==> config.mk <==
export PLATFORM = sky130hd
export DESIGN_NAME = jpeg2000_header_marker_parser_core_flat
export DESIGN_NICKNAME = d
export VERILOG_FILES = /design/src/jhmp_pkg.sv /design/src/jhmp_if.sv /design/src/jhmp_step.sv /design/src/jpeg2000_header_marker_parser_core.sv /design/src/flat_wrapper.sv
export SDC_FILE = /design/constraint.sdc
export NUM_CORES = 1
export LEC_CHECK = 0
export BUFFER_PORTS_ARGS = -buffer_cell sky130_fd_sc_hd__buf_2
export CORE_MARGIN = 8
export CORE_UTILIZATION = 50
export DETAILED_ROUTE_END_ITERATION = 8
export GPL_ROUTABILITY_DRIVEN = 0
export HOLD_SLACK_MARGIN = 0.12
export PLACE_DENSITY = 0.68
export RECOVER_POWER = 25
export SETUP_SLACK_MARGIN = 0.02
export SYNTH_ARGS = -nofsm -noshare
export SYNTH_HDL_FRONTEND = slang
export SYNTH_HIERARCHICAL = 1
export SYNTH_SLANG_ARGS = --single-unit
==> constraint.sdc <==
create_clock -name clock -period 8.55 [get_ports clock]
set_input_delay 0.4275 -clock clock [delete_from_list [all_inputs] [get_ports clock]]
set_output_delay 0.4275 -clock clock [all_outputs]
set_load 0.01 [all_outputs]
==> src/jhmp_pkg.sv <==
`timescale 1ns / 1ps
// ----------------------------------------------------------------------------
// JPEG 2000 header marker parser package
// Shared types, phase codes, marker codes and status codes.
// ----------------------------------------------------------------------------
package jhmp_pkg;

   localparam int InByteWidth     = 8;
   localparam int FieldIdWidth    = 6;
   localparam int EntryIndexWidth = 16;
   localparam int FieldValueWidth = 32;
   localparam int StatusWidth     = 4;
   localparam int PhaseWidth      = 6;

   // Parse phases. Field phases equal the field identifier they produce.
   localparam logic [PhaseWidth-1:0] PH_LSIZ     = 6'd1;
   localparam logic [PhaseWidth-1:0] PH_RSIZ     = 6'd2;
   localparam logic [PhaseWidth-1:0] PH_XSIZ     = 6'd3;
   localparam logic [PhaseWidth-1:0] PH_YTOSIZ   = 6'd10;
   localparam logic [PhaseWidth-1:0] PH_CSIZ     = 6'd11;
   localparam logic [PhaseWidth-1:0] PH_SSIZ     = 6'd12;
   localparam logic [PhaseWidth-1:0] PH_XRSIZ    = 6'd13;
   localparam logic [PhaseWidth-1:0] PH_YRSIZ    = 6'd14;
   localparam logic [PhaseWidth-1:0] PH_LQCD     = 6'd15;
   localparam logic [PhaseWidth-1:0] PH_SQCD     = 6'd16;
   localparam logic [PhaseWidth-1:0] PH_SPQCD    = 6'd17;
   localparam logic [PhaseWidth-1:0] PH_LQCC     = 6'd18;
   localparam logic [PhaseWidth-1:0] PH_CQCC     = 6'd19;
   localparam logic [PhaseWidth-1:0] PH_SQCC     = 6'd20;
   localparam logic [PhaseWidth-1:0] PH_SPQCC    = 6'd21;
   localparam logic [PhaseWidth-1:0] PH_LCOD     = 6'd22;
   localparam logic [PhaseWidth-1:0] PH_SGCOD_A  = 6'd24;
   localparam logic [PhaseWidth-1:0] PH_SGCOD_B  = 6'd25;
   localparam logic [PhaseWidth-1:0] PH_SGCOD_C  = 6'd26;
   localparam logic [PhaseWidth-1:0] PH_SPCOD_E  = 6'd28;
   localparam logic [PhaseWidth-1:0] PH_SPCOD_F  = 6'd29;
   localparam logic [PhaseWidth-1:0] PH_SPCOD_H  = 6'd31;
   localparam logic [PhaseWidth-1:0] PH_SPCOD_I  = 6'd32;
   localparam logic [PhaseWidth-1:0] PH_SOC      = 6'd33;
   localparam logic [PhaseWidth-1:0] PH_SIZ      = 6'd34;
   localparam logic [PhaseWidth-1:0] PH_MARK     = 6'd35;

   localparam logic [15:0] MK_SOC = 16'hff4f;
   localparam logic [15:0] MK_SIZ = 16'hff51;
   localparam logic [15:0] MK_QCD = 16'hff5c;
   localparam logic [15:0] MK_QCC = 16'hff5d;
   localparam logic [15:0] MK_COD = 16'hff52;
   localparam logic [15:0] MK_EOC = 16'hffd9;

   localparam logic [15:0] CQCC_WIDE_LIMIT = 16'd257;
   localparam logic [15:0] COD_FIXED_LEN   = 16'd12;
   localparam logic [15:0] QCD_FIXED_LEN   = 16'd3;
   localparam logic [15:0] QCC_FIXED_NARROW = 16'd4;
   localparam logic [15:0] QCC_FIXED_WIDE   = 16'd5;

   localparam logic [StatusWidth-1:0] ST_FIELD       = 4'd0;
   localparam logic [StatusWidth-1:0] ST_EOC         = 4'd1;
   localparam logic [StatusWidth-1:0] ST_NO_SOC      = 4'd2;
   localparam logic [StatusWidth-1:0] ST_NO_SIZ      = 4'd3;
   localparam logic [StatusWidth-1:0] ST_REPEAT_SIZ  = 4'd4;
   localparam logic [StatusWidth-1:0] ST_UNKNOWN_MK  = 4'd5;
   localparam logic [StatusWidth-1:0] ST_BAD_SQ      = 4'd6;
   localparam logic [StatusWidth-1:0] ST_BAD_ORDER   = 4'd7;
   localparam logic [StatusWidth-1:0] ST_BAD_XFORM   = 4'd8;
   localparam logic [StatusWidth-1:0] ST_BAD_CBLK    = 4'd9;

   typedef struct packed {
      logic [PhaseWidth-1:0] phase;
      logic [1:0]            byte_count;
      logic [31:0]           accum;
      logic [15:0]           seg_len;
      logic [15:0]           entries_left;
      logic [15:0]           entry_counter;
      logic [15:0]           comp_count;
      logic                  two_byte;
      logic                  halted;
   } jhmp_state_type;

   typedef struct packed {
      logic [FieldIdWidth-1:0]    field_id;
      logic [EntryIndexWidth-1:0] entry_index;
      logic [FieldValueWidth-1:0] field_value;
      logic [StatusWidth-1:0]     status;
   } jhmp_rsp_type;

endpackage

==> src/jhmp_if.sv <==
`timescale 1ns / 1ps
// ----------------------------------------------------------------------------
// JPEG 2000 header marker parser channels
// Valid/ready channels for codestream bytes and parsed field words.
// ----------------------------------------------------------------------------
interface jhmp_req_if;
   logic                              valid;
   logic                              ready;
   logic [jhmp_pkg::InByteWidth-1:0]  in_byte;

   modport source (output valid, output in_byte, input ready);
   modport sink   (input valid, input in_byte, output ready);
endinterface

interface jhmp_rsp_if;
   logic                                  valid;
   logic                                  ready;
   logic [jhmp_pkg::FieldIdWidth-1:0]     field_id;
   logic [jhmp_pkg::EntryIndexWidth-1:0]  entry_index;
   logic [jhmp_pkg::FieldValueWidth-1:0]  field_value;
   logic [jhmp_pkg::StatusWidth-1:0]      status;

   modport source (output valid, output field_id, output entry_index,
                   output field_value, output status, input ready);
   modport sink   (input valid, input field_id, input entry_index,
                   input field_value, input status, output ready);
endinterface

==> src/jhmp_step.sv <==
`timescale 1ns / 1ps
// ----------------------------------------------------------------------------
// JPEG 2000 header marker parser step
// Next parser state and the optional field word for one codestream byte.
// ----------------------------------------------------------------------------
module jhmp_step (
   input  jhmp_pkg::jhmp_state_type               cur,
   input  logic [jhmp_pkg::InByteWidth-1:0]       in_byte,
   output jhmp_pkg::jhmp_state_type               nxt,
   output logic                                   emit,
   output jhmp_pkg::jhmp_rsp_type                 rsp
);

   logic [31:0]                       acc;
   logic [1:0]                        cnt;
   logic [1:0]                        need;
   logic                              two_new;
   logic                              comp_narrow;
   logic [15:0]                       fixed_len;
   logic [15:0]                       n_sub;
   logic [15:0]                       n_quant;
   logic [15:0]                       n_cod;
   logic [jhmp_pkg::PhaseWidth-1:0]   phase_nxt;

   always_comb begin
      acc         = {cur.accum[23:0], in_byte};
      cnt         = cur.byte_count + 2'd1;
      comp_narrow = cur.comp_count < jhmp_pkg::CQCC_WIDE_LIMIT;
      two_new     = acc[4:0] != 5'd0;

      unique case (cur.phase) inside
         [jhmp_pkg::PH_XSIZ:jhmp_pkg::PH_YTOSIZ]: need = 2'd0;
         jhmp_pkg::PH_LSIZ, jhmp_pkg::PH_RSIZ, jhmp_pkg::PH_CSIZ,
         jhmp_pkg::PH_LQCD, jhmp_pkg::PH_LQCC, jhmp_pkg::PH_LCOD,
         jhmp_pkg::PH_SGCOD_B, jhmp_pkg::PH_SOC, jhmp_pkg::PH_SIZ,
         jhmp_pkg::PH_MARK: need = 2'd2;
         jhmp_pkg::PH_SPQCD, jhmp_pkg::PH_SPQCC: need = cur.two_byte ? 2'd2 : 2'd1;
         jhmp_pkg::PH_CQCC: need = comp_narrow ? 2'd1 : 2'd2;
         default: need = 2'd1;
      endcase

      if (cur.phase == jhmp_pkg::PH_SQCD) begin
         fixed_len = jhmp_pkg::QCD_FIXED_LEN;
      end else if (comp_narrow) begin
         fixed_len = jhmp_pkg::QCC_FIXED_NARROW;
      end else begin
         fixed_len = jhmp_pkg::QCC_FIXED_WIDE;
      end
      n_sub   = (cur.seg_len >= fixed_len) ? cur.seg_len - fixed_len : 16'd0;
      n_quant = two_new ? (n_sub >> 1) : n_sub;
      n_cod   = (cur.seg_len >= jhmp_pkg::COD_FIXED_LEN) ?
                cur.seg_len - jhmp_pkg::COD_FIXED_LEN : 16'd0;

      nxt       = cur;
      emit      = 1'b0;
      rsp       = '0;
      phase_nxt = cur.phase + 6'd1;

      if (cnt != need) begin
         nxt.accum      = acc;
         nxt.byte_count = cnt;
      end else begin
         nxt.accum       = '0;
         nxt.byte_count  = 2'd0;
         emit            = 1'b1;
         rsp.field_id    = cur.phase;
         rsp.field_value = acc;
         rsp.status      = jhmp_pkg::ST_FIELD;

         unique case (cur.phase) inside
            jhmp_pkg::PH_SOC, jhmp_pkg::PH_SIZ, jhmp_pkg::PH_MARK: begin
               rsp.field_id    = '0;
               rsp.field_value = {16'd0, acc[15:0]};
               if (cur.phase == jhmp_pkg::PH_SOC) begin
                  if (acc[15:0] != jhmp_pkg::MK_SOC) rsp.status = jhmp_pkg::ST_NO_SOC;
                  else phase_nxt = jhmp_pkg::PH_SIZ;
               end else if (cur.phase == jhmp_pkg::PH_SIZ) begin
                  if (acc[15:0] != jhmp_pkg::MK_SIZ) rsp.status = jhmp_pkg::ST_NO_SIZ;
                  else phase_nxt = jhmp_pkg::PH_LSIZ;
               end else if (acc[15:0] == jhmp_pkg::MK_SIZ) begin
                  rsp.status = jhmp_pkg::ST_REPEAT_SIZ;
               end else if (acc[15:0] == jhmp_pkg::MK_EOC) begin
                  rsp.status = jhmp_pkg::ST_EOC;
               end else if (acc[15:0] == jhmp_pkg::MK_QCD) begin
                  phase_nxt = jhmp_pkg::PH_LQCD;
               end else if (acc[15:0] == jhmp_pkg::MK_QCC) begin
                  phase_nxt = jhmp_pkg::PH_LQCC;
               end else if (acc[15:0] == jhmp_pkg::MK_COD) begin
                  phase_nxt = jhmp_pkg::PH_LCOD;
               end else begin
                  rsp.status = jhmp_pkg::ST_UNKNOWN_MK;
               end
            end
            jhmp_pkg::PH_CSIZ: begin
               nxt.comp_count    = acc[15:0];
               nxt.entries_left  = acc[15:0];
               nxt.entry_counter = '0;
               phase_nxt = (acc[15:0] == 16'd0) ? jhmp_pkg::PH_MARK : jhmp_pkg::PH_SSIZ;
            end
            jhmp_pkg::PH_SSIZ, jhmp_pkg::PH_XRSIZ: begin
               rsp.entry_index = cur.entry_counter;
            end
            jhmp_pkg::PH_YRSIZ, jhmp_pkg::PH_SPQCD, jhmp_pkg::PH_SPQCC,
            jhmp_pkg::PH_SPCOD_I: begin
               rsp.entry_index   = cur.entry_counter;
               nxt.entry_counter = cur.entry_counter + 16'd1;
               nxt.entries_left  = cur.entries_left - 16'd1;
               if (cur.entries_left == 16'd1) begin
                  phase_nxt = jhmp_pkg::PH_MARK;
               end else if (cur.phase == jhmp_pkg::PH_YRSIZ) begin
                  phase_nxt = jhmp_pkg::PH_SSIZ;
               end else begin
                  phase_nxt = cur.phase;
               end
            end
            jhmp_pkg::PH_LQCD, jhmp_pkg::PH_LQCC, jhmp_pkg::PH_LCOD: begin
               nxt.seg_len = acc[15:0];
            end
            jhmp_pkg::PH_SQCD, jhmp_pkg::PH_SQCC: begin
               if (acc[4:0] > 5'd2) begin
                  rsp.status = jhmp_pkg::ST_BAD_SQ;
               end else begin
                  nxt.two_byte      = two_new;
                  nxt.entries_left  = n_quant;
                  nxt.entry_counter = '0;
                  if (n_quant == 16'd0) phase_nxt = jhmp_pkg::PH_MARK;
               end
            end
            jhmp_pkg::PH_SGCOD_A: begin
               if (acc > 32'd4) rsp.status = jhmp_pkg::ST_BAD_ORDER;
            end
            jhmp_pkg::PH_SGCOD_C: begin
               if (acc > 32'd1) rsp.status = jhmp_pkg::ST_BAD_XFORM;
            end
            jhmp_pkg::PH_SPCOD_E, jhmp_pkg::PH_SPCOD_F: begin
               if (acc[3:0] > 4'd8) rsp.status = jhmp_pkg::ST_BAD_CBLK;
            end
            jhmp_pkg::PH_SPCOD_H: begin
               nxt.entries_left  = n_cod;
               nxt.entry_counter = '0;
               if (n_cod == 16'd0) phase_nxt = jhmp_pkg::PH_MARK;
            end
            default: begin
            end
         endcase

         if (rsp.status != jhmp_pkg::ST_FIELD) begin
            nxt.halted = 1'b1;
         end else begin
            nxt.phase = phase_nxt;
         end
      end
   end

endmodule

==> src/jpeg2000_header_marker_parser_core.sv <==
`timescale 1ns / 1ps
// ----------------------------------------------------------------------------
// JPEG 2000 header marker parser core
// Parses SOC, SIZ, QCD, QCC, COD and EOC from a codestream byte stream.
// ----------------------------------------------------------------------------
// The core takes one codestream byte per clock while ready is high and
// finishes all work on it in the cycle it is accepted, so a new byte can
// enter every such cycle. Each byte that completes a marker or a segment field
// loads the output register with one field word; ready drops only while that
// register holds a word that the sink has not taken. After EOC or any error
// word, further bytes are still accepted but discarded until reset.
module jpeg2000_header_marker_parser_core (
   input  logic           clock,
   input  logic           reset,
   jhmp_req_if.sink       req_if,
   jhmp_rsp_if.source     rsp_if
);

   jhmp_pkg::jhmp_state_type  state_ff, state_in, step_nxt;
   jhmp_pkg::jhmp_rsp_type    rsp_ff, rsp_in, step_rsp;
   logic                      rsp_valid_ff, rsp_valid_in;
   logic                      step_emit;
   logic                      accept;
   logic                      produce;

   jhmp_step u_step (
      .cur     (state_ff),
      .in_byte (req_if.in_byte),
      .nxt     (step_nxt),
      .emit    (step_emit),
      .rsp     (step_rsp)
   );

   assign req_if.ready = !rsp_valid_ff || rsp_if.ready;
   assign accept       = req_if.valid && req_if.ready;
   assign produce      = accept && !state_ff.halted && step_emit;

   always_comb begin
      state_in     = state_ff;
      rsp_in       = rsp_ff;
      rsp_valid_in = rsp_valid_ff;
      if (rsp_if.ready) rsp_valid_in = 1'b0;
      if (accept && !state_ff.halted) state_in = step_nxt;
      if (produce) begin
         rsp_in       = step_rsp;
         rsp_valid_in = 1'b1;
      end
   end

   always_ff @(posedge clock) begin
      if (reset) begin
         state_ff     <= {jhmp_pkg::PH_SOC,
                          {($bits(jhmp_pkg::jhmp_state_type) - jhmp_pkg::PhaseWidth){1'b0}}};
         rsp_valid_ff <= 1'b0;
      end else begin
         state_ff     <= state_in;
         rsp_valid_ff <= rsp_valid_in;
      end
      rsp_ff <= rsp_in;
   end

   assign rsp_if.valid       = rsp_valid_ff;
   assign rsp_if.field_id    = rsp_ff.field_id;
   assign rsp_if.entry_index = rsp_ff.entry_index;
   assign rsp_if.field_value = rsp_ff.field_value;
   assign rsp_if.status      = rsp_ff.status;

   a_halt_sticky : assert property (@(posedge clock) disable iff (reset)
      state_ff.halted |=> state_ff.halted)
      else $error("parser left the halted state");

   a_error_halts : assert property (@(posedge clock) disable iff (reset)
      (produce && step_rsp.status != jhmp_pkg::ST_FIELD) |=> state_ff.halted)
      else $error("error or EOC word did not halt the parser");

   a_no_word_when_halted : assert property (@(posedge clock) disable iff (reset)
      (state_ff.halted && !rsp_valid_ff) |=> !rsp_valid_ff)
      else $error("word produced while halted");

   a_emit_clears_count : assert property (@(posedge clock) disable iff (reset)
      produce |=> (state_ff.byte_count == 2'd0 && state_ff.accum == 32'd0))
      else $error("byte assembly not cleared after a field word");

   a_phase_range : assert property (@(posedge clock) disable iff (reset)
      (state_ff.phase != 6'd0 && state_ff.phase <= jhmp_pkg::PH_MARK))
      else $error("parse phase out of range");

endmodule
==> src/flat_wrapper.sv <==
// flat-port wrapper written by rule: the top's interface ports become plain ports
module jpeg2000_header_marker_parser_core_flat 
  (clock, reset, req_if_valid, req_if_in_byte, req_if_ready, rsp_if_valid, rsp_if_field_id, rsp_if_entry_index, rsp_if_field_value, rsp_if_status, rsp_if_ready);
  jhmp_req_if req_if_i ();
  jhmp_rsp_if rsp_if_i ();
  input  logic clock;
  input  logic reset;
  input wire logic [$bits(req_if_i.valid)-1:0] req_if_valid;
  input wire logic [$bits(req_if_i.in_byte)-1:0] req_if_in_byte;
  output wire logic [$bits(req_if_i.ready)-1:0] req_if_ready;
  output wire logic [$bits(rsp_if_i.valid)-1:0] rsp_if_valid;
  output wire logic [$bits(rsp_if_i.field_id)-1:0] rsp_if_field_id;
  output wire logic [$bits(rsp_if_i.entry_index)-1:0] rsp_if_entry_index;
  output wire logic [$bits(rsp_if_i.field_value)-1:0] rsp_if_field_value;
  output wire logic [$bits(rsp_if_i.status)-1:0] rsp_if_status;
  input wire logic [$bits(rsp_if_i.ready)-1:0] rsp_if_ready;
  assign req_if_i.valid = req_if_valid;
  assign req_if_i.in_byte = req_if_in_byte;
  assign req_if_ready = req_if_i.ready;
  assign rsp_if_valid = rsp_if_i.valid;
  assign rsp_if_field_id = rsp_if_i.field_id;
  assign rsp_if_entry_index = rsp_if_i.entry_index;
  assign rsp_if_field_value = rsp_if_i.field_value;
  assign rsp_if_status = rsp_if_i.status;
  assign rsp_if_i.ready = rsp_if_ready;
  jpeg2000_header_marker_parser_core u_core (.clock(clock), .reset(reset), .req_if(req_if_i), .rsp_if(rsp_if_i));
endmodule
==> run_results.csv <==
group,metric,value,unit
status,status,"completed",
setup_path,startpoint_type,"flop",
timing,min_period,5610,ps
global_route,grt_pass1_vias,8931,
clock_tree,cts_tree,"yes",
drt,routed_via_density,6.22,
power_and_ir_drop,power,1.82,mW
hold_path,hold_depth,3,
setup_path,crit_path_end_kind,"flop",
global_route,grt_util_all_layers,22.3,%
run,cap_violations,0,
clock_tree,post_cts_buffers,0,
power_and_ir_drop,swShare,29.2,%
timing,hold_viol,0,
global_route,grt_start_max_net_pins,101,
layout,area_growth_syn_to_layout,8.11,%
power_and_ir_drop,pwr-share-comb,12.3,%
setup_path,cp.required,8830,ps
clock_tree,clk_pin_slew,70,ps
drt,route.detailed.drc,0,
global_route,antenna_found_initial,0,
hold_path,min_to,"u_core/state_ff[0]",
placed_design,dp_slack,3630,ps
power_and_ir_drop,intPower,1.29,mW
power_and_ir_drop,switchingPower,530,uW
clock_tree,cts_num_sinks,157,
placed_design,dp_hpwl,20.4,mm
synth,syn_inst,1260,
clock_tree,cts_resized,0,
floorplan,pin_count,72,
layout,layout.cells.non_filler,1558,
drt,antenna_left,0,
timing,rsz0062_at_grt,"no",
layout,fin_nets,1289,
floorplan,initial_utilization,50.6,%
timing,tightest_slew,1340,ps
synth,syn-num-nets,1284,
layout,antenna_cells,0,
floorplan,fp.dieW,164,um
setup_path,r2r_start,"u_core/state_ff[100]",
clock_tree,htree_levels,4,
setup_path,cp_max_fo,33,
drt,drt_iter0_drc,1254,
drt,first_pass_iters,6,
setup_path,r2r_cells,14,
timing,fin_setup_tns,0,ps
power_and_ir_drop,p_leak,4.58,nW
placed_design,port_buffers,71,
synth,netlist_area,0.0110,mm2
timing,fin_skew,14.3,ps
global_route,grt.overflow.total,0,
power_and_ir_drop,cellPowerDensity,152,mW/mm2
setup_path,r2r_end,"u_core/state_ff[54]",
clock_tree,postCtsHoldBufs,0,
timing,hold_slack,268,ps
setup_path,path_class,"reg2reg",
synth,yosysWarnings,6,
setup_path,arrival,5890,ps
floorplan,dieHeight,164,um
floorplan,die-area,0.0270,mm2
drt,post_drt_wl_per_cell,19.6,um
hold_path,worstHoldStart,"req_if_valid",
timing,slew_violations,0,
timing,setup_viol,0,
clock_tree,root_buffer,"clkbuf_16",
power_and_ir_drop,power_frac_seq,45.9,%
hold_path,hold_path.class,"in2reg",
timing,timing.final.crit_share,65.6,%
power_and_ir_drop,pwr-share-clk,41.8,%
layout,final_layout_size_suffix_gt1_share,9.47,%
timing,setup_slack,2940,ps
global_route,grt_pass1_wl,48.4,mm
floorplan,num_rows,54,
clock_tree,clk_latency,440,ps
placed_design,dp_cells,1526,
setup_path,reg2reg_slack,2940,ps
clock_tree,cts_buffers,17,
floorplan,design.core.area,0.0218,mm2
clock_tree,cts_buffer_depth,2,
power_and_ir_drop,ir_worst_vdd,116,uV
drt,drt_wl_total,30.6,mm
drt,via_count,9688,
timing,fmax,0.178,GHz
timing,slew_headroom,10.5,%
layout,nFillCells,2036,
synth,syn_area_per_cell,8.75,um2
-- worst max-delay path, cell delays in order (launching register included) --
cell	delay [ps]
dfxtp_1	400
inv_1	160
ha_1	480
or2_0	280
a21oi_1	120
a221oi_1	460
nor4_1	180
nor4b_4	230
clkbuf_1	1010
and2_1	460
buf_4	300
or3_1	800
mux2_2	420
nand2b_1	70
mux2i_1	70
-- placed cells by master, fill, tap and decap left out, types with 6 or more instances in the layout --
cell type  count
ha_1          11
nor4_1        33
nand3_1       27
nand2_1       55
a21oi_1       43
buf_2         11
a221oi_1      14
mux2_2        26
a211oi_1      14
nand2b_1     202
inv_1         16
and2_1        40
dfxtp_1       99
xor2_1        10
nor2_1        80
or3_1          6
nand4_1       14
and3_1        56
or2_2         10
mux2_4        10
a221o_1        9
edfxtp_1      58
o2bb2ai_1      8
buf_4         17
o21ai_0       35
a31oi_1       10
o22ai_1        6
mux2i_1      100
clkbuf_1      60
nand3b_1       6
nor2b_1        6
o41ai_1        8
xnor2_1       13
clkbuf_16     17
nor3_1        25
a21o_1         6
-- cell type report --
type / instances / area (um2) / share of cell area [%]
clock inverter: 15 / 169 / 1.42
clock buffer: 17 / 425 / 3.57
sequential: 157 / 3720 / 31.3
multi-input combinational: 984 / 6770 / 56.9
tap: 280 / 350 / 2.94
inverter: 17 / 63.8 / 0.536
timing repair buffer: 88 / 408 / 3.42
-- metrics by stage --
step / utilization (%) / cell area, um2
2_1_floorplan: - / 11000
6_report: 54.8 / 11900
5_1_grt: 54.8 / 11900
3_5_place_dp: 52.4 / 11400
3_3_place_gp: 52.4 / 11400
4_1_cts: 55.2 / 12000
-- state kept, by name, indices dropped and copies added, names as in the netlist --
register	flops
u_core/state_ff	98
u_core/rsp_if.field_value	32
u_core/rsp_if.entry_index	16
u_core/rsp_if.field_id	6
u_core/rsp_if.status	4
u_core/rsp_if.valid	1
-- power by group through the flow --
stage / combinational, mW / sequential, mW / clock [mW]
CTS: 0.229 / 0.833 / 0.776
finish: 0.224 / 0.834 / 0.758
global route: 0.242 / 0.838 / 0.803
floorplan: 0.159 / 0.852 / 0
global placement: 0.228 / 0.850 / 0
detailed placement: 0.229 / 0.850 / 0
-- how the worst max path moves through the flow --
stage / endpoint / start / slack (ps) / cells past startpoint
2_1_floorplan: u_core/rsp_if.entry_index[0] / u_core/state_ff[101] / 4170 / 14
3_3_place_gp: u_core/state_ff[105] / u_core/state_ff[104] / 3730 / 19
3_5_place_dp: u_core/state_ff[105] / u_core/state_ff[104] / 3630 / 19
4_1_cts: u_core/state_ff[105] / u_core/state_ff[104] / 3580 / 19
5_1_grt: u_core/state_ff[52] / u_core/state_ff[100] / 2580 / 14
6_report: u_core/state_ff[54] / u_core/state_ff[100] / 2940 / 14
-- metal layers --
layer	GRT usage (%)	wire (um)
met4	8.44	888
met3	4.04	2310
met2	34.9	13900
met5	0	0
met1	30.2	13500
(Power assumes the default switching activity.)
